--- config.mk ---
export PLATFORM = sky130hd
export DESIGN_NAME = three_term_recurrence_checksum_unit
export DESIGN_NICKNAME = d
export VERILOG_FILES = /design/src/hdl/ttrc_pkg.sv /design/src/hdl/ttrc_term.sv /design/src/hdl/three_term_recurrence_checksum_unit.sv
export SDC_FILE = /design/constraint.sdc
export NUM_CORES = 1
export LEC_CHECK = 0
export BUFFER_PORTS_ARGS = -buffer_cell sky130_fd_sc_hd__buf_2
export CAP_MARGIN = 0
export CELL_PAD_IN_SITES_DETAIL_PLACEMENT = 2
export CELL_PAD_IN_SITES_GLOBAL_PLACEMENT = 2
export CORE_AREA = 5 5 242 173
export CTS_CLUSTER_SIZE = 24
export DETAILED_ROUTE_END_ITERATION = 7
export DIE_AREA = 0 0 247 178
export GPL_TIMING_DRIVEN = 0
export PLACE_DENSITY_LB_ADDON = 0.08
export SLEW_MARGIN = 20
export SYNTH_ARGS = -nofsm -noshare
export SYNTH_HDL_FRONTEND = slang
export SYNTH_SLANG_ARGS = --single-unit
--- constraint.sdc ---
create_clock -name clock -period 17.25 [get_ports clock]
set_input_delay 5.175 -clock clock [delete_from_list [all_inputs] [get_ports clock]]
set_output_delay 5.175 -clock clock [all_outputs]
set_load 0.005 [all_outputs]
--- src/hdl/ttrc_pkg.sv ---
`default_nettype none

package ttrc_pkg;

   localparam int unsigned TERM_WIDTH  = 16;
   localparam int unsigned INDEX_WIDTH = 8;
   localparam int unsigned BYTE_WIDTH  = 8;

   typedef logic [TERM_WIDTH-1:0]  term_type;
   typedef logic [INDEX_WIDTH-1:0] index_type;
   typedef logic [BYTE_WIDTH-1:0]  byte_type;

   // Fold modulus; 2^16 is congruent to 1 under it
   localparam term_type  MODULUS      = 16'hFFFF;
   localparam index_type A_STEP       = 8'd17;
   localparam index_type B_STEP       = 8'd31;
   localparam term_type  FIRST_OFFSET = 16'd7;
   localparam term_type  TERM_ONE     = 16'd1;

endpackage

`default_nettype wire

--- src/hdl/ttrc_term.sv ---
`default_nettype none

module ttrc_term (
   input  wire ttrc_pkg::byte_type  data_byte,
   input  wire ttrc_pkg::index_type byte_index,
   input  wire ttrc_pkg::term_type  current_term,
   input  wire ttrc_pkg::term_type  previous_term,
   output ttrc_pkg::term_type       next_term
);

   logic [15:0] a_prod;
   logic [15:0] b_prod;
   logic [7:0]  coef_a;
   logic [7:0]  coef_b;
   logic [8:0]  mult_a;
   logic [24:0] x_full;
   logic [23:0] y_full;
   logic [16:0] x_sum;
   logic [16:0] y_sum;
   logic [15:0] x_mod;
   logic [15:0] y_mod;
   logic        negative;
   logic [17:0] diff;
   logic [17:0] diff_fix;

   // Index coefficients, kept to their low 8 bits
   assign a_prod = 16'(byte_index) * 16'(ttrc_pkg::A_STEP);
   assign b_prod = 16'(byte_index) * 16'(ttrc_pkg::B_STEP);
   assign coef_a = a_prod[7:0];
   assign coef_b = b_prod[7:0];

   // Two products side by side
   assign mult_a = 9'(data_byte) + 9'(coef_a);
   assign x_full = 25'(mult_a) * 25'(current_term);
   assign y_full = 24'(coef_b) * 24'(previous_term);

   // Wrapping subtraction of the full products adds one when it goes negative
   assign negative = x_full < 25'(y_full);

   // Fold each product: high half plus low half, then one correction
   assign x_sum = 17'(x_full[24:16]) + 17'(x_full[15:0]);
   assign y_sum = 17'(y_full[23:16]) + 17'(y_full[15:0]);
   assign x_mod = (x_sum >= 17'(ttrc_pkg::MODULUS)) ?
                  16'(x_sum - 17'(ttrc_pkg::MODULUS)) : x_sum[15:0];
   assign y_mod = (y_sum >= 17'(ttrc_pkg::MODULUS)) ?
                  16'(y_sum - 17'(ttrc_pkg::MODULUS)) : y_sum[15:0];

   // Difference of residues plus borrow fix, brought back into range
   assign diff = 18'(x_mod) + 18'(negative) - 18'(y_mod);

   always_comb begin
      if (diff[17]) begin
         diff_fix = diff + 18'(ttrc_pkg::MODULUS);
      end else if (diff >= 18'(ttrc_pkg::MODULUS)) begin
         diff_fix = diff - 18'(ttrc_pkg::MODULUS);
      end else begin
         diff_fix = diff;
      end
   end

   assign next_term = diff_fix[15:0];

endmodule

`default_nettype wire

--- src/hdl/three_term_recurrence_checksum_unit.sv ---
// Three-term recurrence checksum over a byte stream.
// Input channel req_*: one message byte per beat, req_tlast on the final
// byte of each message. Output channel rsp_*: one 16-bit checksum beat per
// message, sent after its last byte.
// Each accepted byte lands in an input register; from there the recurrence
// step (two small multiplies and a fold modulo 65535) updates the term
// registers and, on a last byte, loads the result register.
// Throughput: one byte per cycle unless a last byte waits on a pending result.
// When rsp_tready is low a pending checksum holds in the result register;
// non-final bytes keep flowing, and a further last byte waits in the input
// register, which then drops req_tready until the result is taken.
// Reset (synchronous, active high) empties both registers and returns the
// block to waiting for the first byte of a message.
`default_nettype none

module three_term_recurrence_checksum_unit (
   input  wire        clock,
   input  wire        reset,
   input  wire        req_tvalid,
   output logic       req_tready,
   input  wire  [7:0] req_tdata,   // [7:0] data_byte
   input  wire        req_tlast,   // last_byte
   output logic       rsp_tvalid,
   input  wire        rsp_tready,
   output logic [15:0] rsp_tdata   // [15:0] checksum
);

   logic                 s1_valid_ff;
   logic                 s1_last_ff;
   ttrc_pkg::byte_type   s1_byte_ff;
   logic                 s1_go;
   logic                 out_free;

   logic                 in_message_ff;
   logic                 in_message_in;
   ttrc_pkg::index_type  byte_index_ff;
   ttrc_pkg::index_type  byte_index_in;
   ttrc_pkg::term_type   current_term_ff;
   ttrc_pkg::term_type   current_term_in;
   ttrc_pkg::term_type   previous_term_ff;
   ttrc_pkg::term_type   previous_term_in;
   ttrc_pkg::term_type   step_term;

   logic                 rsp_valid_ff;
   logic                 rsp_valid_in;
   ttrc_pkg::term_type   rsp_data_ff;

   // Handshake: input register drains unless a last byte meets a full output
   assign out_free   = !rsp_valid_ff || rsp_tready;
   assign s1_go      = s1_valid_ff && (!s1_last_ff || out_free);
   assign req_tready = !s1_valid_ff || s1_go;

   // Input register
   always_ff @(posedge clock) begin
      if (reset) begin
         s1_valid_ff <= 1'b0;
      end else if (req_tready) begin
         s1_valid_ff <= req_tvalid;
      end
   end

   always_ff @(posedge clock) begin
      if (req_tready && req_tvalid) begin
         s1_byte_ff <= req_tdata;
         s1_last_ff <= req_tlast;
      end
   end

   // Recurrence step
   ttrc_term u_term (
      .data_byte     (s1_byte_ff),
      .byte_index    (byte_index_ff),
      .current_term  (current_term_ff),
      .previous_term (previous_term_ff),
      .next_term     (step_term)
   );

   // Next state: seed on first byte, advance on later ones, idle after last
   always_comb begin
      in_message_in    = in_message_ff;
      byte_index_in    = byte_index_ff;
      current_term_in  = current_term_ff;
      previous_term_in = previous_term_ff;
      if (s1_go) begin
         if (!in_message_ff) begin
            previous_term_in = ttrc_pkg::TERM_ONE;
            current_term_in  = 16'(s1_byte_ff) + ttrc_pkg::FIRST_OFFSET;
            byte_index_in    = 8'd1;
         end else begin
            previous_term_in = current_term_ff;
            current_term_in  = step_term;
            byte_index_in    = byte_index_ff + 8'd1;
         end
         in_message_in = 1'b1;
         if (s1_last_ff) begin
            in_message_in    = 1'b0;
            byte_index_in    = '0;
            previous_term_in = ttrc_pkg::TERM_ONE;
            current_term_in  = ttrc_pkg::TERM_ONE;
         end
      end
   end

   always_ff @(posedge clock) begin
      if (reset) begin
         in_message_ff    <= 1'b0;
         byte_index_ff    <= '0;
         current_term_ff  <= ttrc_pkg::TERM_ONE;
         previous_term_ff <= ttrc_pkg::TERM_ONE;
      end else begin
         in_message_ff    <= in_message_in;
         byte_index_ff    <= byte_index_in;
         current_term_ff  <= current_term_in;
         previous_term_ff <= previous_term_in;
      end
   end

   // Result register: load on a last byte, hold until taken
   always_comb begin
      if (s1_go && s1_last_ff) begin
         rsp_valid_in = 1'b1;
      end else if (rsp_tready) begin
         rsp_valid_in = 1'b0;
      end else begin
         rsp_valid_in = rsp_valid_ff;
      end
   end

   always_ff @(posedge clock) begin
      if (reset) begin
         rsp_valid_ff <= 1'b0;
      end else begin
         rsp_valid_ff <= rsp_valid_in;
      end
   end

   always_ff @(posedge clock) begin
      if (s1_go && s1_last_ff) begin
         rsp_data_ff <= in_message_ff ? step_term
                                      : 16'(s1_byte_ff) + ttrc_pkg::FIRST_OFFSET;
      end
   end

   assign rsp_tvalid = rsp_valid_ff;
   assign rsp_tdata  = rsp_data_ff;

`ifndef NO_ASSERTIONS
   // A new result only follows a last byte leaving the input register
   assert property (@(posedge clock) disable iff (reset)
      $rose(rsp_valid_ff) |-> $past(s1_valid_ff && s1_last_ff))
      else $error("result without a last byte");

   // Idle between messages means a cleared index
   assert property (@(posedge clock) disable iff (reset)
      !in_message_ff |-> byte_index_ff == '0)
      else $error("index not cleared between messages");

   // Terms stay reduced below the modulus
   assert property (@(posedge clock) disable iff (reset)
      current_term_ff != ttrc_pkg::MODULUS && previous_term_ff != ttrc_pkg::MODULUS)
      else $error("term out of range");

   // A blocked last byte stalls the input side
   assert property (@(posedge clock) disable iff (reset)
      (s1_valid_ff && s1_last_ff && rsp_valid_ff && !rsp_tready) |-> !req_tready)
      else $error("input taken while last byte blocked");
`endif

endmodule

`default_nettype wire

==> summary.md <==
| Metric | Value |
|---|---|
| Area growth from synthesis to layout | `7.27%` |
| Commonest non-fill, non-tap cells in the layout | `inv_1 (280), nand2_1 (208), fa_1 (199)` |
| Area leader, netlist | `fa_1` |
| Compound-cell area share of the yosys netlist | `between 10% and 20%` |
| Mapped Avg Cell Area | `about 8.4 µm²` |
| CP required | `between 15 and 20 ns` |
| Latest clock arrival within the worst-skew pair | `0.34 ns` |
| Setup_tns | `0 ns` |
| Most common cell after layout, fill and taps aside | `inv_1` |
| Prevailing post-synth register cell | `dfxtp_1` |
| DR pass1 iterations | `5` |
| Critical Path AT | `around 17 ns` |
| I/O Buffers | `30` |
| PostCTS Resize Cnt | `2` |
| Crit path buffers/inverters | `10` |
| WS Path Type | `flip-flop to flip-flop` |
| Most Frequent Cell on Critical Path | `fa_1` |
| Pwr dens | `between 100 and 150 nW/µm²` |
| Reg clk slew, reported paths | `roughly 0.06 ns` |
| Outcome | `finished clean` |
| DRT Wirelength | `slightly below 60 mm` |
| R2r setup slk | `~0.77 ns` |
| Multiplexer share of the synthesized area | `0.726%` |
| RSZ-0062 raised after global routing | `no` |
| First-pass GRT wire length | `roughly 90 mm` |
| Count of state elements after synthesis | `68` |
| Crit-path max cell delay | `0.77 ns` |
| CTS Hold Bufs | `0` |
| Post-CTS Setup Inserts | `0` |
| Clock tree from TritonCTS | `yes` |
| Clock power frac | `under 10%` |
| Hold Path Cell Cnt | `2` |
| Vias in the first global route | `between 15k and 20k` |
| Via-per-instance ratio | `5.63` |
| Max IR drop VDD | `~120 µV` |
| Worst Slack Setup Final | `roughly 0.77 ns` |
| Async SR Flop Fraction | `0%` |
| Crit path capture type | `flip-flop` |
| Area contributors post-synth | `fa_1 (25%), ha_1 (15%), inv_1 (6.6%)` |
| Register Area | `1620 µm²` |
| Xor and xnor area share after synthesis | `around 6.7%` |
| Post-Synth Adder-Cell Area | `about two fifths` |
| Pin count of the biggest net entering global routing | `19` |
| Final period utilization | `95.6%` |
| Dpl hpwl | `49.9 mm` |
| Final setup fails | `0` |
| Final ANT Viol Nets | `0` |
| Deepest clock path buffer count | `2` |
| Clock Skew | `roughly 0.010 ns` |
| Number of flops mapped to enable cells by yosys | `25` |
| Sw frac | `about three fifths` |
| Critical path's slowest cell | `xnor2_1` |
| Area of the multi-input gates | `about 13000 µm²` |
| Type of origin of the critical path | `flip-flop` |
| CP Max Fanout | `10` |
| Tmin final | `approximately 16 ns` |
| Leak pwr | `around 7.8 nW` |
| Hold Vio Cnt, Final | `0` |
| Largest family of logic cells by synthesized area | `adder cells` |
| Max H-tree Level | `3` |
| Yosys cell types | `74` |
| Core area | `approximately 40000 µm²` |
| Layout cells sized above 1 | `3.96%` |
| PnR Total Power | `2.30 mW` |
| Synth Cell Area | `approximately 16000 µm²` |
| Starting Density | `between 40% and 50%` |
| Seq pwr share | `8.3%` |
| Clk root buf | `clkbuf_16` |
| Worst slew pin tran | `~1.2 ns` |
| Origin of the critical flop-to-flop path | `byte_index_ff[0]` |
| Top Family by Delay on Critical Path | `adder cells` |
| Relative slew slack | `18.2%` |
| GR Util All Layers | `a little over a quarter` |
| HP Class | `flip-flop to flip-flop` |
| Clock sink count | `68` |
| WHS | `around 0.5 ns` |
| DIE AREA | `between 40000 and 50000 µm²` |
| Pre-CTS setup slack | `-0.247 ns` |
| Area share of the largest cell type after synthesis | `roughly a quarter` |
| Post-synthesis sequential area ratio | `approximately 10%` |
| DRC | `0` |
| Crit path depth | `56` |
| Initial antenna violation count | `0` |
| GP Congestion | `roughly 0.86` |
| Wirelength per Cell | `~24 µm` |
| Worst R2R Path Depth | `56` |
| Die W | `~250 µm` |
| Maxcap violations | `0` |
| Filler cells | `4514` |
| Final nets | `about 2.3k` |
| Hold Crit Start | `current_term_ff[14]` |
| Total CTS buffers | `9` |
| Pint | `0.931 mW` |
| Iter 0 DRT Violations | `700` |
| Die height | `178 µm` |
| Post-Syn Nets | `about 2.3k` |
| Global route total overflow | `0` |
| Top Ports | `31` |
| Post-Synth Simple-Gate Area | `20.0%` |
| Syn. warnings | `0` |
| Final slew viol count | `0` |
| Psw | `around 1.4 mW` |
| Cells after synthesis | `approximately 1.9k` |
| Reg-to-reg endpoint | `rsp_tdata[5]` |
| F_max | `60.7 MHz` |
| Num rows | `between 60 and 70` |
| Comb pwr share | `a little over four fifths` |
| Hold Path End | `previous_term_ff[14]` |
| Vias | `roughly 14k` |
-- how the worst max path moves through the flow --
stage / start / endpoint / slack [ns]
CTS: byte_index_ff[2] / rsp_tdata[13] / 0.11
finish: byte_index_ff[0] / rsp_tdata[5] / 0.77
floorplan: byte_index_ff[1] / rsp_tdata[9] / 3.04
detailed placement: byte_index_ff[2] / rsp_tdata[13] / -0.25
global placement: byte_index_ff[2] / rsp_tdata[13] / 0.34
global route: byte_index_ff[1] / rsp_tdata[13] / 0.01
-- cell type report --
| class | count | area share, % |
|---|---|---|
| clock inverter | 2 | 0.0589 |
| multi-input combinational | 1491 | 76.5 |
| clock buffer | 14 | 1.55 |
| inverter | 280 | 6.18 |
| buffer | 59 | 1.37 |
| tap | 535 | 3.94 |
| antenna | 1 | 0.0147 |
| timing repair buffer | 30 | 0.883 |
| sequential | 68 | 9.51 |
-- power by group through the flow --
stage	logic, mW	registers [mW]	clock network, mW
5_1_grt	2.10	0.192	0.183
2_1_floorplan	1.29	0.192	0
6_report	1.93	0.191	0.175
3_3_place_gp	1.79	0.194	0
4_1_cts	1.89	0.191	0.175
3_5_place_dp	1.88	0.194	0
-- metrics by stage --
stage          utilization, %  instance area, µm²  instances
6_report                 43.3               17000       2480
3_5_place_dp             42.4               16700       2463
2_1_floorplan               -               15900       1898
3_3_place_gp             42.4               16700       2463
5_1_grt                  43.3               17000       2479
4_1_cts                  43.1               17000       2479
-- metal layers --
metal	vias up	share of wire, %	track usage, %
met4	0	1.3	3.55
met5	-	0	0
met1	7287	51	41.7
li1	6395	-	-
met3	49	3.3	2.35
met2	225	44	42.6
-- kinds of logic (layout without fill, tap and decap cells) --
group                      count (synthesis)  in the layout
AOI/OAI and AO/OA                        339            339
xor gates and xnor gates                 122            122
adders and majority gates                385            385
buffers and inverters                    339            385
DFF                                       68             68
muxes                                     11             11
other                                      0              1
and+or+nand+nor                          634            634
-- worst reg2reg max path, delay by kind of cell, from the launching register on --
family          cells  cell delay [ns]
compound gates     16             3.95
xor+xnor            4             1.58
fa+ha+maj          13             5.62
flops               1             0.39
buf+inv            10             1.38
mux                 1             0.14
simple gates       12             3.14
-- cells in the mapped netlist, types with 15 or more instances --
cell type and number:
a21oi_1 85, nand2b_1 18, nor2_1 95, xnor2_1 86, o21ai_0 59, a21o_1 29
a22oi_1 16, o21bai_1 15, xor2_1 36, dfxtp_1 43, a211oi_1 20, nand3_1 39
clkbuf_1 56, inv_1 280, nor3_1 32, edfxtp_1 25, fa_1 199, and2_1 141
nand2_1 208, ha_1 185, nor2b_1 23
-- flip-flops by register name, summed over array words and instances, names as in the netlist --
register	count
s1_byte_ff	8
in_message_ff	1
current_term_ff	16
s1_last_ff	1
previous_term_ff	16
byte_index_ff	8
rsp_tvalid	1
s1_valid_ff	1
rsp_tdata	16
(Power assumes the default switching activity.)
